File: src/design/brl_pkg.sv
// ----------------------------------------------------------------------------
// brl_pkg
// Shared types and constants of the line rasteriser: request and response
// words, command queue entry and the widths derived from the coordinate size.
// ----------------------------------------------------------------------------
`default_nettype none

package brl_pkg;

   // coordinate and field widths
   localparam int CoordBits    = 10;
   localparam int ColourBits   = 8;
   localparam int PixelBits    = 16;
   localparam int StrideBits   = 11;
   localparam int AddrBits     = 20;
   localparam int CountBits    = CoordBits + 1;
   localparam int StraightBits = CoordBits + 2;
   localparam int DecBits      = CoordBits + 3;
   localparam int ProdBits     = StrideBits + CoordBits + 1;
   localparam int WideBits     = (ProdBits > AddrBits) ? ProdBits : AddrBits;

   localparam logic [StrideBits-1:0] StrideReset = StrideBits'(640);

   // command queue depth
   localparam int QueueDepth = 2;
   localparam int QPtrBits   = (QueueDepth > 1) ? $clog2(QueueDepth) : 1;
   localparam int QCntBits   = $clog2(QueueDepth + 1);

   // opcodes
   localparam logic OpLoad = 1'b0;
   localparam logic OpStep = 1'b1;

   typedef struct packed {
      logic                  opcode;
      logic [CoordBits-1:0]  x_start;
      logic [CoordBits-1:0]  y_start;
      logic [CoordBits-1:0]  x_end;
      logic [CoordBits-1:0]  y_end;
      logic [ColourBits-1:0] red;
      logic [ColourBits-1:0] green;
      logic [ColourBits-1:0] blue;
   } req_word_type;

   typedef struct packed {
      logic [CoordBits-1:0] pixel_x;
      logic [CoordBits-1:0] pixel_y;
      logic [AddrBits-1:0]  pixel_address;
      logic [PixelBits-1:0] pixel_colour;
      logic                 last_pixel;
   } rsp_word_type;

   // classified command with line set-up already worked out
   typedef struct packed {
      logic                           opcode;
      logic [CoordBits-1:0]           cur_x;
      logic [CoordBits-1:0]           cur_y;
      logic                           x_down;
      logic                           y_down;
      logic                           x_major;
      logic [StraightBits-1:0]        straight;
      logic signed [DecBits-1:0]      diagonal;
      logic signed [DecBits-1:0]      decision;
      logic [CountBits-1:0]           pixels;
      logic [PixelBits-1:0]           colour;
   } cmd_entry_type;

endpackage

`default_nettype wire

File: src/design/brl_queue.sv
// ----------------------------------------------------------------------------
// brl_queue
// Short command queue between front and back; full flag from registered count.
// ----------------------------------------------------------------------------
`default_nettype none

module brl_queue (
   input  wire logic                   clock,
   input  wire logic                   reset,
   input  wire logic                   push,
   input  wire brl_pkg::cmd_entry_type push_entry,
   output logic                        full,
   input  wire logic                   pop,
   output logic                        head_valid,
   output brl_pkg::cmd_entry_type      head_entry
);

   brl_pkg::cmd_entry_type                 store_ff [brl_pkg::QueueDepth];
   logic [brl_pkg::QPtrBits-1:0]           wr_ptr_ff, wr_ptr_in;
   logic [brl_pkg::QPtrBits-1:0]           rd_ptr_ff, rd_ptr_in;
   logic [brl_pkg::QCntBits-1:0]           count_ff, count_in;
   logic                                   do_push, do_pop;

   assign full       = (count_ff == brl_pkg::QCntBits'(brl_pkg::QueueDepth));
   assign head_valid = (count_ff != '0);
   assign head_entry = store_ff[rd_ptr_ff];
   assign do_push    = push && !full;
   assign do_pop     = pop && head_valid;

   // advance pointers and fill count
   always_comb begin
      wr_ptr_in = wr_ptr_ff;
      rd_ptr_in = rd_ptr_ff;
      count_in  = count_ff;
      if (do_push) begin
         wr_ptr_in = (wr_ptr_ff == brl_pkg::QPtrBits'(brl_pkg::QueueDepth - 1)) ?
                     '0 : wr_ptr_ff + brl_pkg::QPtrBits'(1);
      end
      if (do_pop) begin
         rd_ptr_in = (rd_ptr_ff == brl_pkg::QPtrBits'(brl_pkg::QueueDepth - 1)) ?
                     '0 : rd_ptr_ff + brl_pkg::QPtrBits'(1);
      end
      if (do_push && !do_pop) begin
         count_in = count_ff + brl_pkg::QCntBits'(1);
      end else if (do_pop && !do_push) begin
         count_in = count_ff - brl_pkg::QCntBits'(1);
      end
   end

   always_ff @(posedge clock) begin
      if (reset) begin
         wr_ptr_ff <= '0;
         rd_ptr_ff <= '0;
         count_ff  <= '0;
      end else begin
         wr_ptr_ff <= wr_ptr_in;
         rd_ptr_ff <= rd_ptr_in;
         count_ff  <= count_in;
      end
   end

   // hold entry storage
   always_ff @(posedge clock) begin
      if (do_push) begin
         store_ff[wr_ptr_ff] <= push_entry;
      end
   end

endmodule

`default_nettype wire

File: src/design/brl_front.sv
// ----------------------------------------------------------------------------
// brl_front
// Accepts request words and classifies them; for a load works out the
// Bresenham set-up (deltas, directions, increments, pixel count, RGB565).
// ----------------------------------------------------------------------------
`default_nettype none

module brl_front (
   input  wire logic                   req_valid,
   input  wire brl_pkg::req_word_type  req_word,
   output logic                        req_stall,
   input  wire logic                   queue_full,
   output logic                        push,
   output brl_pkg::cmd_entry_type      push_entry
);

   logic [brl_pkg::CoordBits-1:0] dx, dy, major, minor;
   logic                          x_major;

   assign req_stall = queue_full;
   assign push      = req_valid && !queue_full;

   // take absolute deltas and pick the major axis
   always_comb begin
      dx = (req_word.x_end > req_word.x_start) ? req_word.x_end - req_word.x_start :
                                                 req_word.x_start - req_word.x_end;
      dy = (req_word.y_end > req_word.y_start) ? req_word.y_end - req_word.y_start :
                                                 req_word.y_start - req_word.y_end;
      x_major = (dx >= dy);
      major   = x_major ? dx : dy;
      minor   = x_major ? dy : dx;
   end

   // build the queue word
   always_comb begin
      push_entry.opcode   = req_word.opcode;
      push_entry.cur_x    = req_word.x_start;
      push_entry.cur_y    = req_word.y_start;
      push_entry.x_down   = (req_word.x_start > req_word.x_end);
      push_entry.y_down   = (req_word.y_start > req_word.y_end);
      push_entry.x_major  = x_major;
      push_entry.straight = brl_pkg::StraightBits'({minor, 1'b0});
      push_entry.diagonal = brl_pkg::DecBits'({minor, 1'b0}) -
                            brl_pkg::DecBits'({major, 1'b0});
      push_entry.decision = brl_pkg::DecBits'({minor, 1'b0}) - brl_pkg::DecBits'(major);
      push_entry.pixels   = brl_pkg::CountBits'(major) + brl_pkg::CountBits'(1);
      push_entry.colour   = {req_word.red[7:3], req_word.green[7:2], req_word.blue[7:3]};
   end

endmodule

`default_nettype wire

File: src/design/brl_back.sv
// ----------------------------------------------------------------------------
// brl_back
// Holds the active line, walks it one pixel per step command and registers
// each pixel with its frame-buffer address in the output stage.
// ----------------------------------------------------------------------------
`default_nettype none

module brl_back (
   input  wire logic                                clock,
   input  wire logic                                reset,
   input  wire logic [brl_pkg::StrideBits-1:0]      row_stride,
   input  wire logic                                head_valid,
   input  wire brl_pkg::cmd_entry_type              head_entry,
   output logic                                     pop,
   output logic                                     rsp_valid,
   output brl_pkg::rsp_word_type                    rsp_word,
   input  wire logic                                rsp_stall
);

   logic                                active_ff, active_in;
   logic [brl_pkg::CoordBits-1:0]       cur_x_ff, cur_x_in;
   logic [brl_pkg::CoordBits-1:0]       cur_y_ff, cur_y_in;
   logic [brl_pkg::CountBits-1:0]       pixels_ff, pixels_in;
   logic signed [brl_pkg::DecBits-1:0]  decision_ff, decision_in;
   logic [brl_pkg::StraightBits-1:0]    straight_ff, straight_in;
   logic signed [brl_pkg::DecBits-1:0]  diagonal_ff, diagonal_in;
   logic                                x_down_ff, x_down_in;
   logic                                y_down_ff, y_down_in;
   logic                                x_major_ff, x_major_in;
   logic [brl_pkg::PixelBits-1:0]       colour_ff, colour_in;
   logic                                rsp_valid_ff, rsp_valid_in;
   brl_pkg::rsp_word_type               rsp_word_ff, rsp_word_in;

   logic                                out_ready, is_load, emit, last, go_diag;
   logic [brl_pkg::CoordBits-1:0]       next_x, next_y;
   logic [brl_pkg::WideBits-1:0]        addr_wide;

   assign out_ready = !rsp_valid_ff || !rsp_stall;
   assign is_load   = (head_entry.opcode == brl_pkg::OpLoad);
   assign emit      = head_valid && !is_load && active_ff && out_ready;
   assign pop       = head_valid && (is_load || !active_ff || out_ready);
   assign last      = (pixels_ff <= brl_pkg::CountBits'(1));
   assign go_diag   = !decision_ff[brl_pkg::DecBits-1] && (decision_ff != '0);
   assign rsp_valid = rsp_valid_ff;
   assign rsp_word  = rsp_word_ff;

   // step coordinates along the line
   always_comb begin
      next_x = cur_x_ff;
      next_y = cur_y_ff;
      if (go_diag || x_major_ff) begin
         next_x = x_down_ff ? cur_x_ff - brl_pkg::CoordBits'(1) :
                              cur_x_ff + brl_pkg::CoordBits'(1);
      end
      if (go_diag || !x_major_ff) begin
         next_y = y_down_ff ? cur_y_ff - brl_pkg::CoordBits'(1) :
                              cur_y_ff + brl_pkg::CoordBits'(1);
      end
   end

   // load or advance line state
   always_comb begin
      active_in   = active_ff;
      cur_x_in    = cur_x_ff;
      cur_y_in    = cur_y_ff;
      pixels_in   = pixels_ff;
      decision_in = decision_ff;
      straight_in = straight_ff;
      diagonal_in = diagonal_ff;
      x_down_in   = x_down_ff;
      y_down_in   = y_down_ff;
      x_major_in  = x_major_ff;
      colour_in   = colour_ff;
      if (pop && is_load) begin
         active_in   = 1'b1;
         cur_x_in    = head_entry.cur_x;
         cur_y_in    = head_entry.cur_y;
         pixels_in   = head_entry.pixels;
         decision_in = head_entry.decision;
         straight_in = head_entry.straight;
         diagonal_in = head_entry.diagonal;
         x_down_in   = head_entry.x_down;
         y_down_in   = head_entry.y_down;
         x_major_in  = head_entry.x_major;
         colour_in   = head_entry.colour;
      end else if (emit) begin
         cur_x_in    = next_x;
         cur_y_in    = next_y;
         decision_in = go_diag ? decision_ff + diagonal_ff :
                                 decision_ff + brl_pkg::DecBits'(straight_ff);
         if (last) begin
            pixels_in = '0;
            active_in = 1'b0;
         end else begin
            pixels_in = pixels_ff - brl_pkg::CountBits'(1);
         end
      end
   end

   // form the pixel word and address
   always_comb begin
      addr_wide = brl_pkg::WideBits'(row_stride) * brl_pkg::WideBits'(cur_y_ff) +
                  brl_pkg::WideBits'(cur_x_ff);
      rsp_word_in.pixel_x       = cur_x_ff;
      rsp_word_in.pixel_y       = cur_y_ff;
      rsp_word_in.pixel_address = addr_wide[brl_pkg::AddrBits-1:0];
      rsp_word_in.pixel_colour  = colour_ff;
      rsp_word_in.last_pixel    = last;
      rsp_valid_in              = out_ready ? emit : rsp_valid_ff;
   end

   always_ff @(posedge clock) begin
      if (reset) begin
         active_ff    <= 1'b0;
         cur_x_ff     <= '0;
         cur_y_ff     <= '0;
         pixels_ff    <= '0;
         decision_ff  <= '0;
         straight_ff  <= '0;
         diagonal_ff  <= '0;
         x_down_ff    <= 1'b0;
         y_down_ff    <= 1'b0;
         x_major_ff   <= 1'b0;
         colour_ff    <= '0;
         rsp_valid_ff <= 1'b0;
      end else begin
         active_ff    <= active_in;
         cur_x_ff     <= cur_x_in;
         cur_y_ff     <= cur_y_in;
         pixels_ff    <= pixels_in;
         decision_ff  <= decision_in;
         straight_ff  <= straight_in;
         diagonal_ff  <= diagonal_in;
         x_down_ff    <= x_down_in;
         y_down_ff    <= y_down_in;
         x_major_ff   <= x_major_in;
         colour_ff    <= colour_in;
         rsp_valid_ff <= rsp_valid_in;
      end
   end

   // hold the output word until taken
   always_ff @(posedge clock) begin
      if (emit) begin
         rsp_word_ff <= rsp_word_in;
      end
   end

endmodule

`default_nettype wire

File: src/design/bresenham_line_rasterizer_core.sv
// ----------------------------------------------------------------------------
// bresenham_line_rasterizer_core
// Line rasteriser: a load word sets up a Bresenham walk, each step word on an
// active line returns one pixel with its frame-buffer address and RGB565 colour.
// ----------------------------------------------------------------------------
// A step word is queued when it is accepted; the back end then walks it and
// registers its pixel in the output register; an output stall can hold it back.
// Throughput: one word per cycle, loads and steps alike, set by the back
// end taking one queue entry per cycle while the output register drains.
// Reset (synchronous): no active line, queue empty, row stride 640.
// ----------------------------------------------------------------------------
`default_nettype none

module bresenham_line_rasterizer_core (
   input  wire logic                           clock,
   input  wire logic                           reset,
   input  wire logic                           req_valid,
   input  wire brl_pkg::req_word_type          req_word,
   output logic                                req_stall,
   output logic                                rsp_valid,
   output brl_pkg::rsp_word_type               rsp_word,
   input  wire logic                           rsp_stall,
   input  wire logic                           csr_wr_en,
   input  wire logic [brl_pkg::StrideBits-1:0] csr_wr_data
);

   logic [brl_pkg::StrideBits-1:0] row_stride_ff, row_stride_in;
   logic                           queue_full, push, pop, head_valid;
   brl_pkg::cmd_entry_type         push_entry, head_entry;

   // write the row stride register
   assign row_stride_in = csr_wr_en ? csr_wr_data : row_stride_ff;

   always_ff @(posedge clock) begin
      if (reset) begin
         row_stride_ff <= brl_pkg::StrideReset;
      end else begin
         row_stride_ff <= row_stride_in;
      end
   end

   brl_front u_front (
      .req_valid  (req_valid),
      .req_word   (req_word),
      .req_stall  (req_stall),
      .queue_full (queue_full),
      .push       (push),
      .push_entry (push_entry)
   );

   brl_queue u_queue (
      .clock      (clock),
      .reset      (reset),
      .push       (push),
      .push_entry (push_entry),
      .full       (queue_full),
      .pop        (pop),
      .head_valid (head_valid),
      .head_entry (head_entry)
   );

   brl_back u_back (
      .clock      (clock),
      .reset      (reset),
      .row_stride (row_stride_ff),
      .head_valid (head_valid),
      .head_entry (head_entry),
      .pop        (pop),
      .rsp_valid  (rsp_valid),
      .rsp_word   (rsp_word),
      .rsp_stall  (rsp_stall)
   );

endmodule

`default_nettype wire
File: config.mk
export PLATFORM = sky130hd
export DESIGN_NAME = bresenham_line_rasterizer_core
export DESIGN_NICKNAME = d
export VERILOG_FILES = /design/src/design/brl_pkg.sv /design/src/design/brl_queue.sv /design/src/design/brl_front.sv /design/src/design/brl_back.sv /design/src/design/bresenham_line_rasterizer_core.sv
export SDC_FILE = /design/constraint.sdc
export NUM_CORES = 1
export LEC_CHECK = 0
export BUFFER_PORTS_ARGS = -buffer_cell sky130_fd_sc_hd__buf_2
export CAP_MARGIN = 20
export CORE_MARGIN = 1.5
export CORE_UTILIZATION = 59
export DETAILED_ROUTE_END_ITERATION = 10
export HOLD_SLACK_MARGIN = 0.03
export PLACE_DENSITY = 0.86
export SYNTH_ARGS = -nofsm -noshare
export SYNTH_HDL_FRONTEND = slang
export SYNTH_SLANG_ARGS = --single-unit
File: constraint.sdc
create_clock -name clock -period 20 [get_ports clock]
set_clock_uncertainty 0.2 [all_clocks]
set_input_delay 3 -clock clock [delete_from_list [all_inputs] [get_ports clock]]
set_output_delay 3 -clock clock [all_outputs]
set_load 0.03 [all_outputs]
==> Word level (Yosys, flattened, before mapping) <==
Memories as Yosys holds them, arrays and structs flattened. A register that Yosys moved wholly into a read port is not among the register bits.
Cells that the tools add are included.
{ "word_totals": {"mem_bits_rw": 174, "mem_count": 1, "mem_bits_ro": 0, "register_bits": 162, "in_bits": 81, "latchBits": 0} }
{ "mem_list": {"columns": ["name", "words", "word_bits", "read_ports", "rd_clocked_by_memory_dff", "wr", "line", "source"], "rows": [
  ["u_queue.store_ff", 2, 87, 1, 1, 1, "brl_queue.sv:18", "brl_pkg::cmd_entry_type store_ff [brl_pkg::QueueDepth];"]
]} }
{ "op_classes": {"div": 0, "n_mux": 29, "shifts": 0, "mul": 1, "addsub": 19, "bitwise": 1, "n_reduce_logical": 34, "eq_ne": 1, "order_cmp": 6} }
{ "ops": {"columns": ["operator", "n"], "rows": [
  ["10-bit two-way mux", 12],
  ["10-bit greater-than comparator", 4],
  ["10-bit subtractor", 4],
  ["13-bit two-way mux", 3],
  ["11-bit two-way mux", 3],
  ["10-bit by 1-bit adder with 10-bit output (second input constant)", 2],
  ["20-bit by 10-bit adder with 20-bit output", 1],
  ["11-bit by 10-bit multiplier with 20-bit output", 1],
  ["10-bit by 1-bit subtractor with 10-bit output (second input constant)", 2],
  ["13-bit by 12-bit adder with 13-bit output", 1],
  ["13-bit adder", 1],
  ["13-bit nonzero test", 1],
  ["2-bit nonzero test", 6],
  ["11-bit by 10-bit subtractor with 12-bit output", 1],
  ["11-bit by 11-bit subtractor with 12-bit output", 1],
  ["10-bit by 1-bit adder with 11-bit output (second input constant)", 1],
  ["11-bit by 1-bit less-or-equal comparator with 1-bit output (second input constant)", 1],
  ["1-bit logical AND", 11],
  ["11-bit by 1-bit subtractor with 11-bit output (second input constant)", 1],
  ["10-bit greater-or-equal comparator", 1],
  ["1-bit two-way mux", 9],
  ["1-bit logical NOT", 8],
  ["2-bit AND reduction", 3],
  ["1-bit logical OR", 5],
  ["other kinds (6)", 8]
]} }

==> Logic depth before layout (Yosys ltp) <==
{ "depth": {"ltp_word": 8, "ltp_mapped": 31, "mapped_depth_nobuf": 27} }

==> By module <==
From an unflattened synthesis, not the netlist that was laid out.
{ "hier_totals": {"hier_cells": 2084, "area_unflattened_um2": 21798.4} }
{ "modules_own_cells": {"columns": ["module", "cells_each", "area_each_um2", "n_inst", "seq_area_each_um2"], "rows": [
  ["brl_back", 1162, 10684.0, 1, 3513.4],
  ["brl_queue", 302, 6673.9, 1, 5445.2],
  ["brl_front", 585, 4047.6, 1, 0.0],
  ["bresenham_line_rasterizer_core", 35, 392.9, 1, 220.2]
]} }

==> Worst setup path after synthesis <==
Ideal clock, no wire load.
{ "synth_path": {"path_type": "input to register", "start": "in req_word[34] in the netlist's numbering", "end": "mem u_queue.store_ff[0][37] in the netlist's numbering, data pin", "path_slack_ps": 10613, "stages": 31, "arrival_time_ps": 8923, "setup_time_ps": 263, "cell_sequence": "inv_1 > ha_1 > inv_1 > fa_1 > a21o_1 > a22o_1 > o211ai_4 > buf_6 > a211oi_1 > o31ai_2 > a21oi_1 > o21ai_1 > xor2_1 > ha_1 > a21oi_1 > o2111ai_1 > a311oi_4 > or2_1 > buf_4 > buf_2 > buf_1 > a21oi_1 > xnor2_1 > ha_1 > a21o_1 > maj3_2 > a221oi_2 > o2111ai_1 > a31o_1 > a21oi_2 > xor2_1"} }
{ "synth_rtl": {"columns": ["item", "line", "source"], "rows": [
  ["start: declaration", "bresenham_line_rasterizer_core.sv:18", "input wire brl_pkg::req_word_type req_word,"],
  ["end: declaration", "brl_queue.sv:18", null]
]} }

==> results.yml <==
sta:
  final-max-slew-violation-count: 0
  max-slew-margin-rel_pct: 31.3
  final-setup-viol-count: 0
  grt_setup_unrepaired: "no"
  layout_worst_path_cycle_share_pct: 53.2
  timing.final.crit_period_ns: 10.65
  final-hold-violation-count: 0
  final.setup.tns_ns: 0
  timing_worst_slew_pin_value_ns: 1.03
  layout_setup_ws_ns: 9.35
  max_freq_mhz: 93.9
logic_synthesis:
  yosys-top-cells-area: "sky130_fd_sc_hd__edfxtp_1 (34%), sky130_fd_sc_hd__dfxtp_1 (10%), sky130_fd_sc_hd__ha_1 (9.0%), sky130_fd_sc_hd__fa_1 (8.7%), sky130_fd_sc_hd__mux2i_1 (5.0%)"
  number_of_enable_flip_flop_cells_after_synthesis: 225
  synth.ff_latch_count: 327
  post-synth-top-area-cell: "sky130_fd_sc_hd__edfxtp_1"
  yosys_warnings: 0
  synth_top_cell_area_share_pct: 34.2
  synth.distinct_cells: 81
  most_used_dff_post_synth: "sky130_fd_sc_hd__edfxtp_1"
  synth_cells: 1827
  synth_seq_area_share_pct: 44.5
  syn-num-nets: 2136
  synth.avg_cell_area_um2: 10.8
  synthArstFlopShare_pct: 0
  netlist_area_um2: 19800
worst_setup_path:
  timing.critical_path.to: "u_queue.store_ff[1][39]"
  timing.critical_path.required_ns: 20.09
  cp_num_cells: 26
  buf_inv_stages_crit_path: 4
  worstSetupPathType: "in -> reg"
  arrival_ns: 10.74
  reg2reg_to: "u_back.rsp_word[35]"
  ff2ff_setup_slack_ns: 13.61
  cp-start-kind: "primary input"
  cp_max_fo: 24
  cp_common_cell: "sky130_fd_sc_hd__a21oi_1"
  crit_slowest_cell: "sky130_fd_sc_hd__or2_1"
  critical_path_source: "req_word[24]"
  rr_worst_depth: 22
  sort_of_element_at_the_end_of_the_critical_path: "flip-flop"
  cp_slowest_stage_delay_ns: 0.78
  crit-reg2reg-launch: "u_back.cur_y_ff[3]"
  timing.critical_path.max_delay_family: "compound AO/OA/AOI/OAI gates"
placement:
  finalWeightedCongestion: 0.933
  dpl_worst_slack_ns: 8.99
  place.port_buffers: 131
  post_dp_cell_area_um2: 20800
  dp_hpwl_mm: 30.6
floorplanning:
  placeableCoreArea_um2: 32800
  cell_rows: 66
  die_height_um: 186
  die_w_um: 186
  top_level_ports: 140
  floorplan_die_area_um2: 34600
  initial_util_pct: 60.3
detailed_routing:
  route.detailed.wl_per_inst_um: 17.7
  drt_wl_total_mm: 42.3
  detail_route.drc_violations: 0
  routed_vias: 13886
  detail-route-antenna-nets: 0
  routed_via_density: 5.81
  drt_pass1_iterations: 6
  first_iter_violations: 956
finish:
  final_layout_size_suffix_gt1_share_pct: 12.2
  post-route-cell-area_um2: 21800
  finish.net_count: 2230
  area_delta_synth_final_pct: 10.1
  insertedDiodeCount: 0
power:
  post-layout-total-power_uw: 3310
  max_ir_drop_vdd_v: 0.0000940
  powerDensity_nw_per_um2: 152
  power.static_leakage_uw: 0.00920
global_route:
  globalRouteOverflowTotal: 0
  first_global_vias: 13915
  grt_start_max_net_pins: 107
  groute.usage.overall_pct: 25.2
  antenna_found_initial: 0
  grt_pass1_wl_mm: 69.1
cts:
  numCtsBuffers: 31
  postCtsHoldBufs: 0
  clk_pin_slew_worst_paths_ns: 0.06
  worstSkewPairLatency_ns: 0.59
  maximum_buffer_depth_of_the_clock_tree: 3
  clock_sinks: 327
  post_cts.resized_instances: 0
  cts_tree: "done"
  cts_setup_buffers: 0
  h-tree-depth: 1
  clock-root-buffer: "sky130_fd_sc_hd__clkbuf_16"
min_path:
  hold_start: "u_back.colour_ff[4]"
  hp-class: "reg -> reg"
outcome:
  run_status: "completed"
flow_run:
  maxCapViolCount: 0
[synthesized netlist by cell type (10+ instances only)]
master / number
sky130_fd_sc_hd__nor2_1: 127
sky130_fd_sc_hd__nand3_1: 13
sky130_fd_sc_hd__nand2_1: 140
sky130_fd_sc_hd__xnor2_1: 58
sky130_fd_sc_hd__nor3_1: 17
sky130_fd_sc_hd__a21o_1: 28
sky130_fd_sc_hd__ha_1: 142
sky130_fd_sc_hd__edfxtp_1: 225
sky130_fd_sc_hd__and2_1: 53
sky130_fd_sc_hd__a31oi_1: 10
sky130_fd_sc_hd__mux2i_1: 98
sky130_fd_sc_hd__xor2_1: 25
sky130_fd_sc_hd__o21bai_1: 13
sky130_fd_sc_hd__a211oi_1: 84
sky130_fd_sc_hd__dfxtp_1: 102
sky130_fd_sc_hd__mux2_2: 24
sky130_fd_sc_hd__a21oi_1: 90
sky130_fd_sc_hd__o21ai_0: 68
sky130_fd_sc_hd__clkbuf_1: 65
sky130_fd_sc_hd__nand2b_1: 18
sky130_fd_sc_hd__fa_1: 86
sky130_fd_sc_hd__inv_1: 190
sky130_fd_sc_hd__nor2b_1: 18
[layout by cell type, fill, tap and decap left out, types with 4 or more instances in the layout]
cell                        count
sky130_fd_sc_hd__o22ai_1        5
sky130_fd_sc_hd__nor4_1         7
sky130_fd_sc_hd__a21oi_1       90
sky130_fd_sc_hd__a21o_1        28
sky130_fd_sc_hd__a21boi_0       4
sky130_fd_sc_hd__o21bai_1      13
sky130_fd_sc_hd__nand2_1      140
sky130_fd_sc_hd__nor2b_1       18
sky130_fd_sc_hd__o21ai_1        6
sky130_fd_sc_hd__mux2i_1       98
sky130_fd_sc_hd__dfxtp_1      101
sky130_fd_sc_hd__a211oi_1      84
sky130_fd_sc_hd__xor2_1        25
sky130_fd_sc_hd__ha_1         142
sky130_fd_sc_hd__o211ai_1       9
sky130_fd_sc_hd__a211o_1        6
sky130_fd_sc_hd__buf_4          8
sky130_fd_sc_hd__nor3_1        17
sky130_fd_sc_hd__clkinv_2       7
sky130_fd_sc_hd__fa_1          86
sky130_fd_sc_hd__or3_1          9
sky130_fd_sc_hd__nand2b_1      18
sky130_fd_sc_hd__a31oi_1        9
sky130_fd_sc_hd__or2_2          5
sky130_fd_sc_hd__xnor2_1       58
sky130_fd_sc_hd__nor2_1       125
sky130_fd_sc_hd__edfxtp_1     225
sky130_fd_sc_hd__clkbuf_1       7
sky130_fd_sc_hd__and2_1        53
sky130_fd_sc_hd__o21a_1         7
sky130_fd_sc_hd__clkbuf_16     32
sky130_fd_sc_hd__nand3_1       13
sky130_fd_sc_hd__inv_1        190
sky130_fd_sc_hd__buf_2        130
sky130_fd_sc_hd__o21ai_0       68
sky130_fd_sc_hd__mux2_2        24
[how the worst min path moves through the flow]
stage / end / slack [ns] / depth (start not counted)
global route: u_back.rsp_word[5] / 0.23 / 0
finish: u_back.rsp_word[5] / 0.23 / 0
global placement: u_back.rsp_word[12] / 0.21 / 0
CTS: u_back.rsp_word[5] / 0.23 / 0
floorplan: u_back.rsp_word[10] / 0.21 / 0
detailed placement: u_back.rsp_word[5] / 0.21 / 0
[routing by layer]
layer / share of wire (%) / routed length (µm) / up-vias / track usage (%)
met1: 42 / 17800 / 6756 / 33.0
met3: 5.6 / 2360 / 98 / 2.66
met2: 50 / 21000 / 453 / 43.8
met5: 0 / 0 / - / 0
li1: - / - / 6579 / -
met4: 2.8 / 1160 / 0 / 8.39
[cells by family after synthesis]
logic type,Yosys count,share of synthesized area (%)
AO/OA/AOI/OAI,372,12.6
XOR/XNOR,83,3.67
adder cells (fa/ha/maj),229,17.7
buffers and inverters,270,5.26
flip-flops,327,44.5
multiplexers,124,6.45
AND/OR/NAND/NOR,422,9.84
[sequential cells by signal (all words and copies together) (netlist names), named ones only]
name / flops
row_stride_ff: 11
u_back.colour_ff: 16
u_back.x_major_ff: 1
u_back.diagonal_ff: 11
u_back.cur_x_ff: 10
u_back.decision_ff: 13
u_back.active_ff: 1
u_back.x_down_ff: 1
u_queue.count_ff: 2
u_queue.wr_ptr_ff: 1
u_back.y_down_ff: 1
u_queue.store_ff: 168
u_back.rsp_valid: 1
u_queue.rd_ptr_ff: 1
u_back.pixels_ff: 11
u_back.straight_ff: 10
u_back.rsp_word: 57
u_back.cur_y_ff: 10
[where the power goes]
part           leakage, µW  internal, µW  total [µW]  switching (µW)
logic              0.00577           619        1570             948
clock network     0.000492           325         581             256
registers          0.00293          1020        1160             140
total              0.00920          1960        3310            1340
[area by class of cell]
class | count | area [µm²]
fillers | 2383 | 11000
multi-input cells | 1230 | 9970
flip-flops and latches | 327 | 8800
clock buffers | 40 | 841
inverters | 193 | 726
repair buffers | 138 | 711
well taps | 442 | 553
clock inverters | 18 | 170
[per-stage QoR]
step | hold slack, ns | util [%] | instances
finish | 0.231 | 66.4 | 2388
global route | 0.232 | 66.4 | 2388
CTS | 0.229 | 66.4 | 2388
detailed placement | 0.214 | 63.3 | 2330
global placement | 0.214 | 63.3 | 2330
floorplan | 0.209 | - | 1827
No activity file was read; power rests on OpenSTA's default activity.
